`src/rtl/core/pcx_pkg.sv`:
```
package pcx_pkg;

	// Default width of the pixel counters
	localparam int PIXEL_COUNT_BITS_DEF = 25;

	// Widest pixel_count register value; wider counters keep this many bits
	localparam int PIXEL_COUNT_REG_BITS = 25;

	localparam int LINE_WIDTH_BITS = 17;
	localparam int PITCH_BITS      = 16;
	localparam int RUN_BITS        = 6;

	// Register indexes of the configuration port
	localparam logic [1:0] CFG_COMPRESSED     = 2'd0;
	localparam logic [1:0] CFG_LINE_WIDTH     = 2'd1;
	localparam logic [1:0] CFG_BYTES_PER_LINE = 2'd2;
	localparam logic [1:0] CFG_PIXEL_COUNT    = 2'd3;

	// Reset values of the registers
	localparam logic                       COMPRESSED_RST     = 1'b1;
	localparam logic [LINE_WIDTH_BITS-1:0] LINE_WIDTH_RST     = 17'd640;
	localparam logic [PITCH_BITS-1:0]      BYTES_PER_LINE_RST = 16'd640;
	localparam logic [31:0]                PIXEL_COUNT_RST    = 32'd307200;

	// A byte with both top bits set is a run code
	localparam logic [7:0] RUN_CODE_MASK = 8'hc0;

	// Decoder parse phase
	typedef enum logic [1:0] {
		PH_CODE = 2'd0,
		PH_DATA = 2'd1,
		PH_SKIP = 2'd2
	} phase_t;

	// Controller states
	typedef enum logic {
		ST_ACCEPT,
		ST_RUN
	} ctrl_state_t;

	// Controller to datapath
	typedef struct packed {
		logic take_byte;
		logic run_step;
	} dp_cmd_t;

	// Datapath to controller
	typedef struct packed {
		logic slot_free;
		logic run_start;
		logic run_last;
	} dp_status_t;

endpackage

```
`src/rtl/core/pcx_ctrl.sv`:
```
module pcx_ctrl
	import pcx_pkg::*;
(
	input  logic       clk,
	input  logic       arst_n,
	input  logic       in_valid,
	output logic       in_stall,
	input  dp_status_t status,
	output dp_cmd_t    cmd
);

	ctrl_state_t state_q;
	ctrl_state_t state_nxt;

	// State register
	always_ff @(posedge clk or negedge arst_n) begin
		if (!arst_n) begin
			state_q <= ST_ACCEPT;
		end else begin
			state_q <= state_nxt;
		end
	end

	// Next state: a run longer than one pixel holds the input side
	always_comb begin
		state_nxt = state_q;
		case (state_q)
			ST_ACCEPT: begin
				if (in_valid && status.slot_free && status.run_start) begin
					state_nxt = ST_RUN;
				end
			end
			ST_RUN: begin
				if (status.slot_free && status.run_last) begin
					state_nxt = ST_ACCEPT;
				end
			end
			default: state_nxt = ST_ACCEPT;
		endcase
	end

	// Outputs
	always_comb begin
		in_stall      = 1'b1;
		cmd.take_byte = 1'b0;
		cmd.run_step  = 1'b0;
		case (state_q)
			ST_ACCEPT: begin
				in_stall      = !status.slot_free;
				cmd.take_byte = in_valid && status.slot_free;
			end
			ST_RUN: begin
				cmd.run_step = status.slot_free;
			end
			default: begin
				in_stall = 1'b1;
			end
		endcase
	end

endmodule

```
`src/rtl/core/pcx_dp.sv`:
```
module pcx_dp
	import pcx_pkg::*;
#(
	parameter int PIXEL_COUNT_BITS = PIXEL_COUNT_BITS_DEF,
	parameter int CFG_W = (PIXEL_COUNT_BITS > LINE_WIDTH_BITS) ? PIXEL_COUNT_BITS
		: LINE_WIDTH_BITS
)
(
	input  logic             clk,
	input  logic             arst_n,
	input  logic             cfg_we,
	input  logic [1:0]       cfg_index,
	input  logic [CFG_W-1:0] cfg_data,
	input  logic [7:0]       data_byte,
	input  dp_cmd_t          cmd,
	output dp_status_t       status,
	output logic             out_valid,
	input  logic             out_stall,
	output logic [7:0]       pixel,
	output logic             last_of_run,
	output logic             image_done
);

	localparam int PCB = PIXEL_COUNT_BITS;
	localparam int PC_W = (PCB < PIXEL_COUNT_REG_BITS) ? PCB : PIXEL_COUNT_REG_BITS;
	localparam logic [PCB-1:0] PC_MASK = PCB'((64'd1 << PC_W) - 64'd1);

	// Configuration registers
	logic                       compressed_q;
	logic [LINE_WIDTH_BITS-1:0] line_width_q;
	logic [PITCH_BITS-1:0]      bytes_per_line_q;
	logic [PCB-1:0]             pixel_count_q;

	// Decode state
	phase_t                     phase_q, phase_nxt;
	logic [RUN_BITS-1:0]        pending_q, pending_nxt;
	logic [PCB-1:0]             pixels_done_q;
	logic [LINE_WIDTH_BITS-1:0] line_left_q, line_left_nxt;
	logic [PITCH_BITS-1:0]      skip_left_q, skip_left_nxt;

	// Run repeat state
	logic [RUN_BITS-1:0]        run_left_q, run_left_nxt;
	logic [7:0]                 run_byte_q;

	// Output register
	logic                       out_valid_q;
	logic [7:0]                 pixel_q;
	logic                       last_q;
	logic                       done_q;

	logic                       image_full;
	logic [PCB-1:0]             remain;
	logic [RUN_BITS-1:0]        run_n;
	logic                       acct;
	logic [RUN_BITS-1:0]        acct_n;
	logic                       line_end;
	logic [PITCH_BITS-1:0]      pad;
	logic                       emit;
	logic [7:0]                 emit_pix;
	logic                       emit_last;
	logic                       run_load;
	logic [PCB-1:0]             done_inc;
	logic                       slot_free;

	assign slot_free  = !out_valid_q || !out_stall;
	assign image_full = pixels_done_q >= pixel_count_q;
	assign remain     = pixel_count_q - pixels_done_q;
	assign run_n      = (remain < PCB'(pending_q)) ? remain[RUN_BITS-1:0] : pending_q;
	assign done_inc   = pixels_done_q + PCB'(1);

	// Line accounting for the pixels of one code
	assign line_end = LINE_WIDTH_BITS'(acct_n) >= line_left_q;
	assign pad = ({1'b0, bytes_per_line_q} > line_width_q)
		? PITCH_BITS'({1'b0, bytes_per_line_q} - line_width_q) : '0;

	// Byte decode
	always_comb begin
		phase_nxt     = phase_q;
		pending_nxt   = pending_q;
		line_left_nxt = line_left_q;
		skip_left_nxt = skip_left_q;
		run_left_nxt  = run_left_q;
		acct          = 1'b0;
		acct_n        = '0;
		emit          = 1'b0;
		emit_pix      = data_byte;
		emit_last     = 1'b1;
		run_load      = 1'b0;

		if (cmd.run_step) begin
			emit         = 1'b1;
			emit_pix     = run_byte_q;
			emit_last    = (run_left_q == RUN_BITS'(1));
			run_left_nxt = run_left_q - RUN_BITS'(1);
		end else if (cmd.take_byte && !image_full) begin
			if (!compressed_q) begin
				emit = 1'b1;
			end else begin
				case (phase_q)
					PH_SKIP: begin
						skip_left_nxt = (skip_left_q != '0) ? skip_left_q - PITCH_BITS'(1) : '0;
						if (skip_left_nxt == '0) begin
							phase_nxt = PH_CODE;
						end
					end
					PH_DATA: begin
						acct        = 1'b1;
						acct_n      = pending_q;
						pending_nxt = '0;
						if (run_n != '0) begin
							emit         = 1'b1;
							emit_last    = (run_n == RUN_BITS'(1));
							run_load     = 1'b1;
							run_left_nxt = run_n - RUN_BITS'(1);
						end
					end
					PH_CODE: begin
						if ((data_byte & RUN_CODE_MASK) == RUN_CODE_MASK) begin
							pending_nxt = data_byte[RUN_BITS-1:0];
							phase_nxt   = PH_DATA;
						end else begin
							emit   = 1'b1;
							acct   = 1'b1;
							acct_n = RUN_BITS'(1);
						end
					end
					default: begin
						phase_nxt = PH_CODE;
					end
				endcase
				if (acct) begin
					if (line_end) begin
						line_left_nxt = line_width_q;
						skip_left_nxt = pad;
						phase_nxt     = (pad != '0) ? PH_SKIP : PH_CODE;
					end else begin
						line_left_nxt = line_left_q - LINE_WIDTH_BITS'(acct_n);
						phase_nxt     = PH_CODE;
					end
				end
			end
		end
	end

	// Configuration and decode state
	always_ff @(posedge clk or negedge arst_n) begin
		if (!arst_n) begin
			compressed_q     <= COMPRESSED_RST;
			line_width_q     <= LINE_WIDTH_RST;
			bytes_per_line_q <= BYTES_PER_LINE_RST;
			pixel_count_q    <= PCB'(PIXEL_COUNT_RST) & PC_MASK;
			phase_q          <= PH_CODE;
			pending_q        <= '0;
			pixels_done_q    <= '0;
			line_left_q      <= LINE_WIDTH_RST;
			skip_left_q      <= '0;
			run_left_q       <= '0;
			out_valid_q      <= 1'b0;
		end else begin
			if (cfg_we) begin
				case (cfg_index)
					CFG_COMPRESSED:     compressed_q <= cfg_data[0];
					CFG_LINE_WIDTH:     line_width_q <= cfg_data[LINE_WIDTH_BITS-1:0];
					CFG_BYTES_PER_LINE: bytes_per_line_q <= cfg_data[PITCH_BITS-1:0];
					CFG_PIXEL_COUNT:    pixel_count_q <= cfg_data[PCB-1:0] & PC_MASK;
					default: ;
				endcase
			end
			phase_q     <= phase_nxt;
			pending_q   <= pending_nxt;
			skip_left_q <= skip_left_nxt;
			run_left_q  <= run_left_nxt;
			// writing the line width restarts the line count
			if (cfg_we && cfg_index == CFG_LINE_WIDTH) begin
				line_left_q <= cfg_data[LINE_WIDTH_BITS-1:0];
			end else begin
				line_left_q <= line_left_nxt;
			end
			if (emit) begin
				pixels_done_q <= done_inc;
				out_valid_q   <= 1'b1;
			end else if (!out_stall) begin
				out_valid_q <= 1'b0;
			end
		end
	end

	// Output payload and run byte
	always_ff @(posedge clk) begin
		if (emit) begin
			pixel_q <= emit_pix;
			last_q  <= emit_last;
			done_q  <= (done_inc == pixel_count_q);
		end
		if (run_load) begin
			run_byte_q <= data_byte;
		end
	end

	assign status.slot_free = slot_free;
	assign status.run_start = run_load && (run_n != RUN_BITS'(1));
	assign status.run_last  = (run_left_q == RUN_BITS'(1));

	assign out_valid   = out_valid_q;
	assign pixel       = pixel_q;
	assign last_of_run = last_q;
	assign image_done  = done_q;

endmodule

```
`src/rtl/core/pcx_rle_line_decoder.sv`:
```
// PCX 8-bit run-length decoder for the image data that follows the file header.
// One encoded byte is taken per cycle while the output register is free or is
// being drained and no run repeats; a literal, a pass-through byte, a run code,
// a padding byte or a run of one pixel does not stall the input. A run of n
// pixels (n up to 63, cut at pixel_count) leaves the output register one pixel
// per unstalled cycle and holds the input from its data byte to its last pixel.
// The pixel count register is PIXEL_COUNT_BITS wide, up to 25 bits of it hold
// the configured value; configuration writes belong in idle periods only.
module pcx_rle_line_decoder
	import pcx_pkg::*;
#(
	parameter int PIXEL_COUNT_BITS = PIXEL_COUNT_BITS_DEF,
	parameter int CFG_W = (PIXEL_COUNT_BITS > LINE_WIDTH_BITS) ? PIXEL_COUNT_BITS
		: LINE_WIDTH_BITS
)
(
	input  logic             clk,
	input  logic             arst_n,
	// configuration
	input  logic             cfg_we,
	input  logic [1:0]       cfg_index,
	input  logic [CFG_W-1:0] cfg_data,
	// encoded bytes
	input  logic             in_valid,
	output logic             in_stall,
	input  logic [7:0]       data_byte,
	// decoded pixels
	output logic             out_valid,
	input  logic             out_stall,
	output logic [7:0]       pixel,
	output logic             last_of_run,
	output logic             image_done
);

	dp_cmd_t    cmd;
	dp_status_t status;

	pcx_ctrl u_ctrl (
		.clk      (clk),
		.arst_n   (arst_n),
		.in_valid (in_valid),
		.in_stall (in_stall),
		.status   (status),
		.cmd      (cmd)
	);

	pcx_dp #(
		.PIXEL_COUNT_BITS (PIXEL_COUNT_BITS),
		.CFG_W            (CFG_W)
	) u_dp (
		.clk         (clk),
		.arst_n      (arst_n),
		.cfg_we      (cfg_we),
		.cfg_index   (cfg_index),
		.cfg_data    (cfg_data),
		.data_byte   (data_byte),
		.cmd         (cmd),
		.status      (status),
		.out_valid   (out_valid),
		.out_stall   (out_stall),
		.pixel       (pixel),
		.last_of_run (last_of_run),
		.image_done  (image_done)
	);

endmodule
```
`config.mk`:
```
export PLATFORM = sky130hd
export DESIGN_NAME = pcx_rle_line_decoder
export DESIGN_NICKNAME = d
export VERILOG_FILES = /design/src/rtl/core/pcx_pkg.sv /design/src/rtl/core/pcx_ctrl.sv /design/src/rtl/core/pcx_dp.sv /design/src/rtl/core/pcx_rle_line_decoder.sv
export SDC_FILE = /design/constraint.sdc
export NUM_CORES = 1
export LEC_CHECK = 0
export BUFFER_PORTS_ARGS = -buffer_cell sky130_fd_sc_hd__buf_4
export CAP_MARGIN = 10
export CORE_MARGIN = 4
export CORE_UTILIZATION = 57
export DETAILED_ROUTE_END_ITERATION = 10
export GPL_TIMING_DRIVEN = 0
export PLACE_DENSITY = 0.78
export SLEW_MARGIN = 20
export SYNTH_ARGS = -nofsm -noshare
export SYNTH_HDL_FRONTEND = slang
export SYNTH_SLANG_ARGS = --single-unit
export TNS_END_PERCENT = 50
```
`constraint.sdc`:
```
create_clock -name clk -period 5.1 [get_ports clk]
set_input_delay 0.765 -clock clk [delete_from_list [all_inputs] [get_ports clk]]
set_output_delay 0.765 -clock clk [all_outputs]
set_load 0.05 [all_outputs]
```
### Word-level counts from Yosys, hierarchy flattened

Index checks and enable logic that the tools add are counted.

* add/subtract/negate cells: 7
* shift-type cells: 0
* multiplexer cells: 61
* eq/ne operators: 16
* order comparisons: 4
* bitwise operators: 2
* divide/modulo/power cells: 0
* multipliers: 0
* reductions and logical operators: 34

Operators with widths (count)
* 2-to-1 mux 17 bit: 6
* 2-to-1 mux 16 bit: 5
* 2-to-1 mux 6 bit: 13
* nonzero test 16 bit: 2
* adder 25 x 1 -> 25 bit, second input constant: 1
* == test 25 bit: 1
* greater-or-equal comparator 25 bit: 1
* less-than comparator 25 x 6 -> 1 bit: 1
* 2-to-1 mux 1 bit: 25
* subtractor 25 bit: 1
* one-hot mux 6 bit (2 select lines): 2
* greater-or-equal comparator 6 x 17 -> 1 bit: 1
* greater-than comparator 16 x 17 -> 1 bit: 1
* subtractor 17 x 6 -> 17 bit: 1
* zero test 16 bit: 1
* nonzero test 2 bit: 8
* subtractor 16 x 1 -> 16 bit, second input constant: 1
* subtractor 16 bit: 1
* == test 6 x 1 -> 1 bit, second input constant: 2
* subtractor 6 x 1 -> 6 bit, second input constant: 2
* 2-to-1 mux 2 bit: 5
* == test 2 bit, second input constant: 4
* 2-to-1 mux 8 bit: 1
* != test 2 x 1 -> 1 bit, second input constant: 4
* other kinds (16): 34

* output and inout port bits: 12
* logic and storage cells: 140
* bits of input ports: 40
* latch bits: 0
* memory bits (read-only): 0
* memories: 0
* RAM bits: 0
* flip-flop bits (word level): 151

### Longest topological paths before layout

Gate-level depths: netlist (run 1).

* word-level depth: 17
* gate-level depth with buffers: 25
* depth with buffers taken out: 24

### Modules after synthesis

A second synthesis (run 1) with hierarchy kept.

* cell total of the unflattened synthesis: 1201
* area total of the unflattened synthesis: 10825.4 µm²

By module, submodules not included
* pcx_dp: cells an instance 1194, times used 1, area each 10762.8 µm², sequential area each 3857.4 µm²
* pcx_ctrl: cells an instance 7, times used 1, area each 62.6 µm², sequential area each 25.0 µm²

### Least setup slack after synthesis (run 1)

No wires, ideal clock.

* path kind: flip-flop to flip-flop
* from: register u_dp.pixels_done_q[0]
* to: register u_dp.done_q, in the netlist u_dp.image_done, enable pin
* slack: 0.079 ns
* clock period less this slack: 5.021 ns
* arrival: 4.687 ns
* setup time: 0.334 ns
* data required time: 4.766 ns
* buffers on the path: 0
* cell stages (with the launch flop): 22
* cell sequence: dfrtp_1 > ha_1 > fa_1 > nand2b_1 > nand2b_1 > a21oi_1 > xnor2_1 > ha_1 > a21o_1 > a21oi_1 > o211ai_1 > nor4_1 > o2111ai_1 > nor4_4 > nand2_1 > o21ai_0 > inv_1 > ha_1 > and4_1 > o31ai_1 > a21oi_1 > inv_1

* cells in the longest elaborated chain, start to end: 9
* elaborated cells between the ends (all ways): 12
* classes of those cells: add/sub: 1; order compare: 2; mux: 6; reduce/logical: 3

RTL lines
* start, declared: line pcx_dp.sv:37 `logic [PCB-1:0] pixels_done_q;`
* start signal, assigned: line pcx_dp.sv:180 `pixels_done_q <= done_inc;`
* subtractor 25 bit: line pcx_dp.sv:67 `assign remain = pixel_count_q - pixels_done_q;`
* less-than comparator 25 x 6 -> 1 bit: line pcx_dp.sv:68 `assign run_n = (remain < PCB'(pending_q)) ? remain[RUN_BITS-1:0] : pending_q;`
* 2-to-1 mux 6 bit: line pcx_dp.sv:68
* nonzero test 6 bit: line pcx_dp.sv:110 `if (run_n != '0) begin`
* 2-to-1 mux 1 bit: line pcx_dp.sv:110
* one-hot mux 1 bit (2 select lines): line pcx_dp.sv:99 `case (phase_q)`
* 2-to-1 mux 1 bit: line pcx_dp.sv:96 `if (!compressed_q) begin`
* 2-to-1 mux 1 bit *: line pcx_dp.sv:95 `end else if (cmd.take_byte && !image_full) begin`
* 2-to-1 mux 1 bit *: line pcx_dp.sv:90 `if (cmd.run_step) begin`
* via u_dp.emit: line pcx_dp.sv:58 `logic emit;`
* end signal, assigned: line pcx_dp.sv:193 `done_q <= (done_inc == pixel_count_q);`
* end, declared: line pcx_dp.sv:49 `logic done_q;`

The timed path passes the listed nets; every way through them passes the cells marked *.
A chain may end at the register's enable or synchronous reset.

### Worst setup path after layout (run 1)

* from: register u_dp.pixels_done_q[3]
* to: register u_dp.skip_left_q[6]

* cells in the longest elaborated chain, start to end: 8
* elaborated cells between the ends (all ways): 9
* classes of those cells: order compare: 2; mux: 4; reduce/logical: 3

RTL lines
* greater-or-equal comparator 25 bit *: line pcx_dp.sv:66 `assign image_full = pixels_done_q >= pixel_count_q;`
* zero test 1 bit *: line pcx_dp.sv:95
* logical AND 1 bit *: line pcx_dp.sv:95
* 2-to-1 mux 6 bit: line pcx_dp.sv:95
* 2-to-1 mux 6 bit: line pcx_dp.sv:90
* greater-or-equal comparator 6 x 17 -> 1 bit: line pcx_dp.sv:72 `assign line_end = LINE_WIDTH_BITS'(acct_n) >= line_left_q;`
* 2-to-1 mux 16 bit: line pcx_dp.sv:132 `if (line_end) begin`
* 2-to-1 mux 16 bit: line pcx_dp.sv:131 `if (acct) begin`
* end signal, assigned: line pcx_dp.sv:171 `skip_left_q <= skip_left_nxt;`
* end, declared: line pcx_dp.sv:39 `logic [PITCH_BITS-1:0] skip_left_q, skip_left_nxt;`

Mark *: on every way between the ends. The rest lies on a longest branch, timed or not.

==> results by group, run 1 <==
Worst setup path
  • Worst R2R Path Depth: 23
  • Max Fanout on Critical Path: 10
  • Critical path startpoint category: flip-flop
  • R2R setup slack: ~0.22 ns
  • WP data required: between 5 and 6 ns
  • Worst path arrival time: between 5 and 6 ns
  • Crit. End Element: flip-flop
  • Crit Path Category: flip-flop to flip-flop
  • Reg-to-Reg End: u_dp.skip_left_q[6]$_DFFE_PN0P_
  • R2r startpoint: u_dp.pixels_done_q[3]$_DFFE_PN0P_

Cells and area
  • Non-Filler Instances: 1640
  • Syn-to-layout area delta: 15.6%
  • Final #Nets: ~1500
  • Final core occ: 0.673
  • Layout cells sized above 1: 0.174

Die
  • Die area: around 0.022 mm²
  • Die W: between 100 and 150 µm
  • Num rows: 50
  • Starting Density: 0.583
  • Die Span Y: between 100 and 150 µm
  • Core footprint: roughly 0.019 mm²
  • I/O pin cnt: 52

Yosys
  • Synth Area in Compound Gates: 0.188
  • Xor and xnor area share after synthesis: 0.0742
  • Most used DFF post-synth: dfrtp_1
  • Synth area leader: dfrtp_1
  • #FFs+latches synth: around 150
  • Mux contribution to synthesized area: 0.0526
  • Post-synth ARST share: 0.881
  • Ys Warns: 0
  • Count of cell types in the netlist: 82
  • Gate Count Post-Synth: between 1000 and 1500
  • Post-synth design cell area: around 0.011 mm²
  • Synth Area in Adders: 0.0796
  • Main combinational cell family by area after synthesis: simple AND/OR/NAND/NOR gates
  • Sequential share of the synthesized area: 0.354
  • Simple-Gate Fraction of Synth Area: 0.203
  • EDFF count, synth: 18
  • Syn Area/Cell: ~8.5 µm²
  • Synth area leaders: dfrtp_1 (28%), ha_1 (7.4%), xnor2_1 (5.3%)
  • Synth top area share: 0.278
  • Post-synth net total: approximately 1400

Placed design
  • Routability congestion estimate: around 0.99
  • Post-detail-place hpwl: 23000 µm
  • IO buf count: between 50 and 60
  • Cells after DPL: approximately 1600

Global routing
  • Initial antenna violation count: 1
  • Total global-route track usage: 0.284
  • First-pass GRT wire length: ~49000 µm
  • Largest net degree at the start of global routing: around 90
  • Congestion Overflow GR: 0
  • Number of global-route vias before repair: between 9000 and 10000

Timing
  • Final hold vios: 0
  • Fin crit share: 0.958
  • Pins Over Slew Limit: 0
  • Worst-Margin Slew: 1.19 ns
  • Fmax: roughly 0.20 GHz
  • Final setup viols: 0
  • Relative slew margins: 0.206
  • Final min period: 4.88 ns
  • Final setup skew: between 0.01 and 0.015 ns

Clocking
  • Clk_lat worst skew: roughly 0.43 ns
  • Clock root buffer master: clkbuf_16
  • Total CTS buffers: 17
  • CTS tree: built
  • Sink Count: 151
  • Clock-pin slew on the worst setup and hold paths: 0.06 ns
  • Cts hold-fix bufs: 0
  • H-tree levels: 4
  • Clock buffer depth: 2

Drt
  • First drt pass iteration count: 5
  • Final wirelength: between 30000 and 40000 µm
  • Antenna viol nets, final: 0
  • Routed len/inst: 18.6 µm
  • Post-route DRC violation count: 0
  • Drt first-iter violations: around 910
  • Drt via density: a little over 6
  • Vias: roughly 10000

Job
  • Max-cap check violation count: 0

Power and ir drop
  • PD cells: a little under 500 mW/mm²
  • Leakage: approximately 5.3 nW
  • VDD IR max: 0.314 mV

Worst hold path
  • Hold Path Class: input pin to async pin

Run status
  • Outcome: finished clean
[registers in the layout, summed over array words and instances, names as in the netlist]
signal                 flops
u_dp.bytes_per_line_q     16
u_dp.line_left_q          17
u_dp.line_width_q         17
u_dp.pixel                 8
u_dp.run_byte_q            8
u_dp.pixel_count_q        25
u_dp.image_done            1
u_dp.pixels_done_q        25
u_dp.skip_left_q          16
u_dp.run_left_q            6
u_dp.out_valid             1
u_dp.compressed_q          1
u_dp.pending_q             6
u_dp.last_of_run           1
u_ctrl.state_q             1
u_dp.phase_q               2
[Yosys cell counts (16+ instances only)]
cell type,instances
nor2_1,107
nand3_1,42
nand2_1,149
edfxtp_1,18
inv_1,93
ha_1,65
xor2_1,27
a21oi_1,91
xnor2_1,66
clkbuf_1,34
a21o_1,16
mux2_2,45
nand2b_1,20
dfrtp_1,122
nor3_1,31
o21ai_0,95
[per-stage QoR]
stage / hold WS (ns) / worst slack [ns] / cell area, µm² / TNS [ns] / power, mW
floorplan: 0.463 / 0.0794 / 11000 / 0 / 3.88
global placement: 0.490 / -1.33 / 11700 / -69.40 / 4.58
detailed placement: 0.491 / -1.31 / 11700 / -73.53 / 4.66
CTS: 0.211 / 0.00558 / 12400 / 0 / 6.04
global route: 0.220 / -0.0415 / 12700 / -0.0908 / 6.68
finish: 0.211 / 0.215 / 12700 / 0 / 6.26
[power by group]
group          internal, mW  leakage (nW)  switching, mW
clock                 0.715         0.285          0.513
combinational          1.29          3.21           1.98
sequential             1.51          1.79          0.254
total                  3.51          5.29           2.75
[how the worst max path moves through the flow]
| stage | startpoint | to |
|---|---|---|
| 2_1_floorplan | u_dp.pixels_done_q[0]$_DFFE_PN0P_ | u_dp.image_done$_DFFE_PP_ |
| 3_3_place_gp | u_dp.pixels_done_q[3]$_DFFE_PN0P_ | u_dp.skip_left_q[6]$_DFFE_PN0P_ |
| 3_5_place_dp | u_dp.pixels_done_q[3]$_DFFE_PN0P_ | u_dp.skip_left_q[7]$_DFFE_PN0P_ |
| 4_1_cts | u_dp.pixels_done_q[14]$_DFFE_PN0P_ | u_dp.skip_left_q[5]$_DFFE_PN0P_ |
| 5_1_grt | u_dp.pixel_count_q[0]$_DFFE_PN0P_ | u_dp.pixels_done_q[23]$_DFFE_PN0P_ |
| 6_report | u_dp.pixels_done_q[3]$_DFFE_PN0P_ | u_dp.skip_left_q[6]$_DFFE_PN0P_ |
[final cells by class]
| type | count | area, µm² |
|---|---|---|
| Antenna cell | 1 | 2.50 |
| Clock buffer | 22 | 475 |
| Fill cell | 1517 | 6150 |
| Sequential cell | 151 | 3890 |
| Multi-Input combinational cell | 995 | 6810 |
| Timing Repair Buffer | 70 | 557 |
| Tap cell | 260 | 325 |
| Clock inverter | 10 | 91.3 |
| Inverter | 94 | 360 |
| Buffer | 37 | 176 |
[repair_timing]
action	4_1_cts	5_1_grt
endpoints found under the hold margin	0	0
gates resized for setup	43	41
pin swaps	6	13
cloned	0	0
setup buffers	3	15
endpoints found under the setup margin	86	84
[critical path: stages, from the launching register on]
cell,delay [ns]
dfrtp_2,0.44
inv_2,0.08
ha_2,0.43
nand2_1,0.09
o21bai_4,0.22
a31oi_4,0.26
a211oi_2,0.15
o31ai_1,0.25
a211o_1,0.28
and3_2,0.29
clkbuf_4,0.25
nand2_1,0.09
ha_1,0.18
nor2b_1,0.12
o21a_1,0.12
o21a_1,0.10
o21a_1,0.10
o21ai_0,0.07
a211o_2,0.41
nor2_4,0.20
o21ai_2,0.12
buf_2,0.22
o21ai_0,0.18
o211ai_1,0.10
[layout by cell type, fill, tap and decap left out, types with 11 or more instances in the layout]
master     count
a21o_1        16
a21oi_1       84
a31oi_1       12
buf_4         70
clkbuf_1      23
clkbuf_16     18
dfrtp_1      119
dfstp_2       11
edfxtp_1      18
ha_1          61
inv_1         91
mux2_2        45
nand2_1      145
nand2b_1      19
nand3_1       41
nand4_1       15
nor2_1       104
nor3_1        30
nor4_1        13
o21a_1        11
o21ai_0       90
or3_1         12
xnor2_1       64
xor2_1        27
[logic make-up (layout without fill, tap and decap cells)]
group                      count (synthesis)  count (layout)
DFF                                      151             151
xor gates and xnor gates                  93              93
AOI/OAI and AO/OA                        325             325
buffers and inverters                    140             233
muxes                                     52              52
other                                      0               1
and+or+nand+nor                          457             457
adders and majority gates                 68              68
[layer usage]
| metal | track usage | vias to the layer above | routed length (µm) |
|---|---|---|---|
| met5 | 0 | - | 13 |
| met4 | 0.0833 | 2 | 647 |
| met3 | 0.0583 | 53 | 2400 |
| met2 | 0.414 | 454 | 13200 |
| met1 | 0.425 | 4797 | 14200 |
| li1 | - | 4746 | - |
(Power assumes the default switching activity.)
==> run 2, diff against run 1 <==
==> constraint.sdc (replaced) <==
create_clock -name clk -period 5.1 [get_ports clk]
set_input_delay 1.53 -clock clk [delete_from_list [all_inputs] [get_ports clk]]
set_output_delay 1.53 -clock clk [all_outputs]
set_load 0.05 [all_outputs]
==> results by group, run 2 (same netlist as run 1, synthesis figures left out) <==
Run status
  • Outcome: finished clean

Worst hold path
  • Hold Path Class: flip-flop to flip-flop
  • Worst hold start: u_dp.pixel_count_q[0]$_DFFE_PN0P_

Timing
  • Worst-Margin Slew: around 1.0 ns
  • Final hold vios: 0
  • Fmax: ~0.2 GHz
  • Relative slew margins: 0.326
  • Hold_ws: approximately 0.5 ns
  • Final setup skew: about 0.014 ns
  • Final min period: approximately 5.0 ns
  • Pins Over Slew Limit: 0
  • Setup Total Neg Slack: 0 ns
  • Fin crit share: 0.985
  • Final setup viols: 0

Global routing
  • Congestion Overflow GR: 0
  • Largest net degree at the start of global routing: 76
  • First-pass GRT wire length: roughly 48000 µm
  • Initial antenna violation count: 1
  • Total global-route track usage: 0.277
  • Number of global-route vias before repair: about 9400

Die
  • Die area: ~0.022 mm²
  • Die W: around 150 µm
  • Core footprint: 0.0188 mm²
  • Die Span Y: roughly 150 µm
  • I/O pin cnt: 52
  • Starting Density: 0.583
  • Num rows: 50

Worst setup path
  • Max Fanout on Critical Path: 13
  • Crit-path slowest cell: or4_4
  • R2r startpoint: u_dp.pixels_done_q[1]$_DFFE_PN0P_
  • Crit-path leading delay family: compound AO/OA/AOI/OAI gates
  • CP max stage delay: 0.61 ns
  • Crit. End Element: flip-flop
  • Critical path startpoint category: flip-flop
  • Crit path from: u_dp.pixels_done_q[1]$_DFFE_PN0P_
  • WP data required: 5.40 ns
  • Worst path arrival time: 5.32 ns
  • Crit path buf inv count: 4
  • Cell Chain, Critical Path: inv_1 > ha_1 > nor2b_2 > o21bai_4 > nand2_1 > a211oi_2 > nor2_2 > ha_4 > a21oi_2 > o211ai_1 > nor4_2 > o2111ai_2 > or4_4 > o21ai_4 > o21ai_4 > inv_2 > ha_4 > nand2_2 > a21oi_4 > or3_1 > buf_4 > inv_4 > o311ai_1 > a21oi_1
  • Crit Path Category: flip-flop to flip-flop

Clocking
  • Cts hold-fix bufs: 0
  • H-tree levels: 4
  • Clock-pin slew on the worst setup and hold paths: 0.06 ns
  • Clock root buffer master: clkbuf_16
  • Total CTS buffers: 17
  • Clock buffer depth: 2
  • Clk_lat worst skew: about 0.44 ns
  • CTS tree: built
  • Sink Count: about 150

Cells and area
  • Most frequent cells in the layout: nand2_1 (146), dfrtp_1 (119), nor2_1 (104)
  • Layout cells sized above 1: 0.178
  • Largest regs: u_dp.pixel_count_q: 25 flops, u_dp.pixels_done_q: 25 flops
  • Commonest non-fill, non-tap cell in the layout: nand2_1
  • Final instance area: 0.0128 mm²
  • Final #Nets: ~1500
  • Antenna Cells: 0
  • Syn-to-layout area delta: 16.6%

Drt
  • Post-route DRC violation count: 0
  • Vias: 10200
  • Final wirelength: 30500 µm
  • First drt pass iteration count: 5
  • Drt via density: 6.19
  • Drt first-iter violations: approximately 1100
  • Routed len/inst: around 19 µm
  • Antenna viol nets, final: 0

Power and ir drop
  • PD cells: roughly 500 mW/mm²
  • VDD IR max: about 0.28 mV
  • Final Total Pwr: roughly 6.5 mW
  • Leakage: about 5.3 nW

Placed design
  • Post-detail-place hpwl: about 22000 µm
  • Routability congestion estimate: approximately 0.97
  • IO buf count: 51
  • Cell Area, Placed: between 0.01 and 0.015 mm²

Job
  • Max-cap check violation count: 0
[run 2: changes by cell type in the layout (fill, tap and decap cells not counted), sizes merged]
cell    previous run  this run
inv               98        96
buf               81        84
clkinv             5         3
diode              1         0
bufinv             1         3
[run 2: what timing repair did]
item	in CTS	in global routing
resized for setup	40	51
buffers inserted	7	13
endpoints found under the setup margin	86	83
pin swaps	8	19
[run 2: final cells by class]
cell class,instances,area (µm²)
tap,260,325
inverter,94,358
timing repair buffer,72,572
buffer,36,173
sequential,151,3890
clock inverter,8,130
multi-input combinational,995,6830
fill,1451,6040
clock buffer,24,514
[run 2: layer usage]
| metal | GRT usage | vias to the layer above | routed length, µm |
|---|---|---|---|
| met4 | 0.0931 | 2 | 715 |
| met2 | 0.417 | 481 | 13500 |
| met5 | 0 | - | 13 |
| met1 | 0.405 | 4855 | 13600 |
| li1 | - | 4753 | - |
| met3 | 0.0500 | 63 | 2650 |
[run 2: final timing paths]
kind,slack [ns],depth (start not counted),end
setup reg to reg,0.08,24,u_dp.run_left_q[2]$_DFFE_PN0P_
hold / removal,0.51,1,u_dp.pixel_count_q[0]$_DFFE_PN0P_
hold reg to reg,0.51,1,u_dp.pixel_count_q[0]$_DFFE_PN0P_
max in group asynchronous,3.33,2,u_dp.bytes_per_line_q[7]$_DFFE_PN1P_
min in group asynchronous,1.00,1,u_dp.pixel_count_q[21]$_DFFE_PN0P_
setup / recovery,0.08,24,u_dp.run_left_q[2]$_DFFE_PN0P_
[run 2: worst reg2reg max path, delay by kind of cell, from the launching register on]
| family | cells | cell delay (ns) |
|---|---|---|
| adders and majority gates | 3 | 0.70 |
| and+or+nand+nor | 7 | 1.49 |
| DFF | 1 | 0.42 |
| AOI/OAI and AO/OA | 10 | 1.83 |
| buffers and inverters | 4 | 0.44 |
[run 2: report_power, final]
group,total [mW],internal (mW),switching (mW)
logic,3.34,1.33,2.00
registers,1.76,1.51,0.251
clock network,1.39,0.860,0.530
total,6.49,3.70,2.78
[run 2: through the flow]
stage / util / instances / setup slack [ns]
floorplan: - / 1286 / 0.0105
global placement: 0.620 / 1597 / -1.28
detailed placement: 0.623 / 1598 / -1.38
CTS: 0.665 / 1629 / 0.0159
global route: 0.679 / 1640 / -0.0955
finish: 0.679 / 1640 / 0.0758
==> run 3, diff against run 2 <==
CORE_ASPECT_RATIO = 0.75   (was unset)
==> results by group, run 3 (same netlist as run 1, synthesis figures left out) <==
Global routing
  • Congestion Overflow GR: 0
  • First-pass GRT wire length: 50700 µm
  • Largest net degree at the start of global routing: 100
  • Number of global-route vias before repair: 9568
  • Initial antenna violation count: 0
  • Total global-route track usage: 0.294

Clocking
  • Clock-pin slew on the worst setup and hold paths: approximately 0.060 ns
  • Clk_lat worst skew: 0.45 ns
  • Cts hold-fix bufs: 0
  • Sink Count: roughly 150
  • H-tree levels: 4
  • Clock root buffer master: clkbuf_16
  • Clock buffer depth: 2
  • CTS tree: built
  • Total CTS buffers: 17

Placed design
  • Cells after DPL: between 1500 and 2000
  • Post-detail-place hpwl: roughly 24000 µm
  • IO buf count: 51
  • Setup WS pre-CTS: -1.76 ns
  • Routability congestion estimate: roughly 0.96

Drt
  • Post-route DRC violation count: 0
  • First drt pass iteration count: 9
  • Final wirelength: approximately 33000 µm
  • Drt first-iter violations: about 1300
  • Antenna viol nets, final: 0
  • Vias: just over 10000
  • Drt via density: between 6 and 7
  • Routed len/inst: around 20 µm

Cells and area
  • Commonest non-fill, non-tap cell in the layout: nand2_1
  • Area of the multi-input gates: about 0.0068 mm²
  • Non-Filler Instances: between 1500 and 2000
  • Antenna Cells: 0
  • Flip-flop and latch area: around 0.0039 mm²
  • Layout cells sized above 1: 0.181
  • Largest regs: u_dp.pixel_count_q: 25 flops, u_dp.pixels_done_q: 25 flops
  • Most frequent cells in the layout: nand2_1 (146), dfrtp_1 (118), nor2_1 (104)
  • Syn-to-layout area delta: 16.5%
  • Fillers: 1489
  • Final #Nets: about 1500

Die
  • Die W: about 170 µm
  • Core footprint: around 0.019 mm²
  • Num rows: 43
  • Die Span Y: about 130 µm
  • Starting Density: 0.588
  • I/O pin cnt: 52
  • Die area: roughly 0.022 mm²

Job
  • Max-cap check violation count: 0

Power and ir drop
  • PD cells: slightly above 500 mW/mm²
  • Comb pwr share: 0.535
  • Sw Pwr: between 2 and 3 mW
  • Sequential share of power: 0.270
  • Sw frac: 0.450
  • Leakage: 5.34 nW
  • VDD IR max: roughly 0.32 mV
  • Pint: 3.59 mW
  • Clock share of power: 0.195

Worst setup path
  • Crit. End Element: flip-flop
  • Critical path startpoint category: flip-flop
  • Max Fanout on Critical Path: 13
  • Worst path arrival time: 5.35 ns
  • Crit Path Category: flip-flop to flip-flop
  • WP data required: between 5 and 6 ns

Timing
  • Final min period: 5.04 ns
  • Pins Over Slew Limit: 0
  • Fin crit share: 0.988
  • Fmax: around 0.20 GHz
  • Final setup viols: 0
  • Final hold vios: 0
  • Worst-Margin Slew: 1.04 ns
  • Setup Total Neg Slack: 0 ns
  • Final setup skew: 0.0129 ns
  • Relative slew margins: 0.308
  • Setup WS post-layout: about 0.063 ns

Worst hold path
  • Hold Path Class: flip-flop to flip-flop

Run status
  • Outcome: finished clean
run 3: changes by cell type in the layout (fill, tap and decap cells not counted), sizes merged:
cell | before | now
buf | 84 | 91
inv | 96 | 95
clkinv | 3 | 7
clkinvlp | 0 | 1
bufinv | 3 | 1
clkbuf | 48 | 44
run 3: path summary, 6_finish.rpt:
check                      cells past startpoint                                  to  slack, ns                              start
min in group asynchronous                      1  u_dp.pixels_done_q[17]$_DFFE_PN0P_       0.95                             arst_n
max reg2reg                                   24      u_dp.run_left_q[2]$_DFFE_PN0P_       0.06  u_dp.pixels_done_q[0]$_DFFE_PN0P_
min                                            2             u_dp.pixel[6]$_DFFE_PP_       0.51       u_dp.run_byte_q[6]$_DFFE_PP_
max                                           24      u_dp.run_left_q[2]$_DFFE_PN0P_       0.06  u_dp.pixels_done_q[0]$_DFFE_PN0P_
max in group asynchronous                      2   u_dp.pixels_done_q[7]$_DFFE_PN0P_       3.35                             arst_n
min reg2reg                                    2             u_dp.pixel[6]$_DFFE_PP_       0.51       u_dp.run_byte_q[6]$_DFFE_PP_
run 3: layout make-up:
class	instances	area share
Buffer	36	0.0142
Clock buffer	22	0.0380
Clock inverter	10	0.00725
Inverter	94	0.0278
Multi-Input combinational cell	995	0.535
Sequential cell	151	0.304
Tap cell	247	0.0242
Timing Repair Buffer	77	0.0493
run 3: per-stage QoR:
step	area (µm²)	utilization	hold slack [ns]	power [mW]
floorplan	11000	-	0.463	3.88
global placement	11700	0.625	0.485	4.64
detailed placement	11700	0.627	0.499	4.74
CTS	12500	0.670	0.514	6.16
global route	12800	0.684	0.527	6.85
finish	12800	0.684	0.513	6.52
run 3: critical path: stages, from the launching register on:
cell and delay [ns]:
dfrtp_1 0.40, ha_2 0.22, fa_2 0.37, nand2b_4 0.18
nand2b_4 0.07, a21oi_2 0.07, xnor2_2 0.15, ha_1 0.35
a21o_1 0.23, a21oi_2 0.20, o211ai_1 0.15, nor4_2 0.18
o2111ai_2 0.21, nor4_4 0.35, nand2_4 0.12, buf_4 0.19
a21oi_4 0.20, ha_4 0.18, nand2_2 0.07, a21oi_4 0.22
or3_1 0.15, buf_4 0.16, inv_4 0.09, o311ai_1 0.30
a21oi_1 0.08
run 3: metal layers:
metal	vias up	routed length, µm	global-route usage
met5	-	0	0
met4	0	712	0.0825
met3	70	3670	0.0718
met2	581	13500	0.418
met1	4978	14700	0.445
li1	4756	-	-
run 3: repair_timing:
item	in CTS	in global routing
endpoints found under the setup margin	86	83
pin swaps	9	21
setup buffers	8	17
resized for setup	50	42
hold endpoints to repair	0	0
run 3: power groups by stage:
stage | sequential, mW | clock [mW] | combinational [mW]
floorplan | 1.83 | 0 | 2.05
global placement | 1.75 | 0 | 2.89
detailed placement | 1.76 | 0 | 2.97
CTS | 1.75 | 1.27 | 3.14
global route | 1.79 | 1.33 | 3.73
finish | 1.76 | 1.27 | 3.49
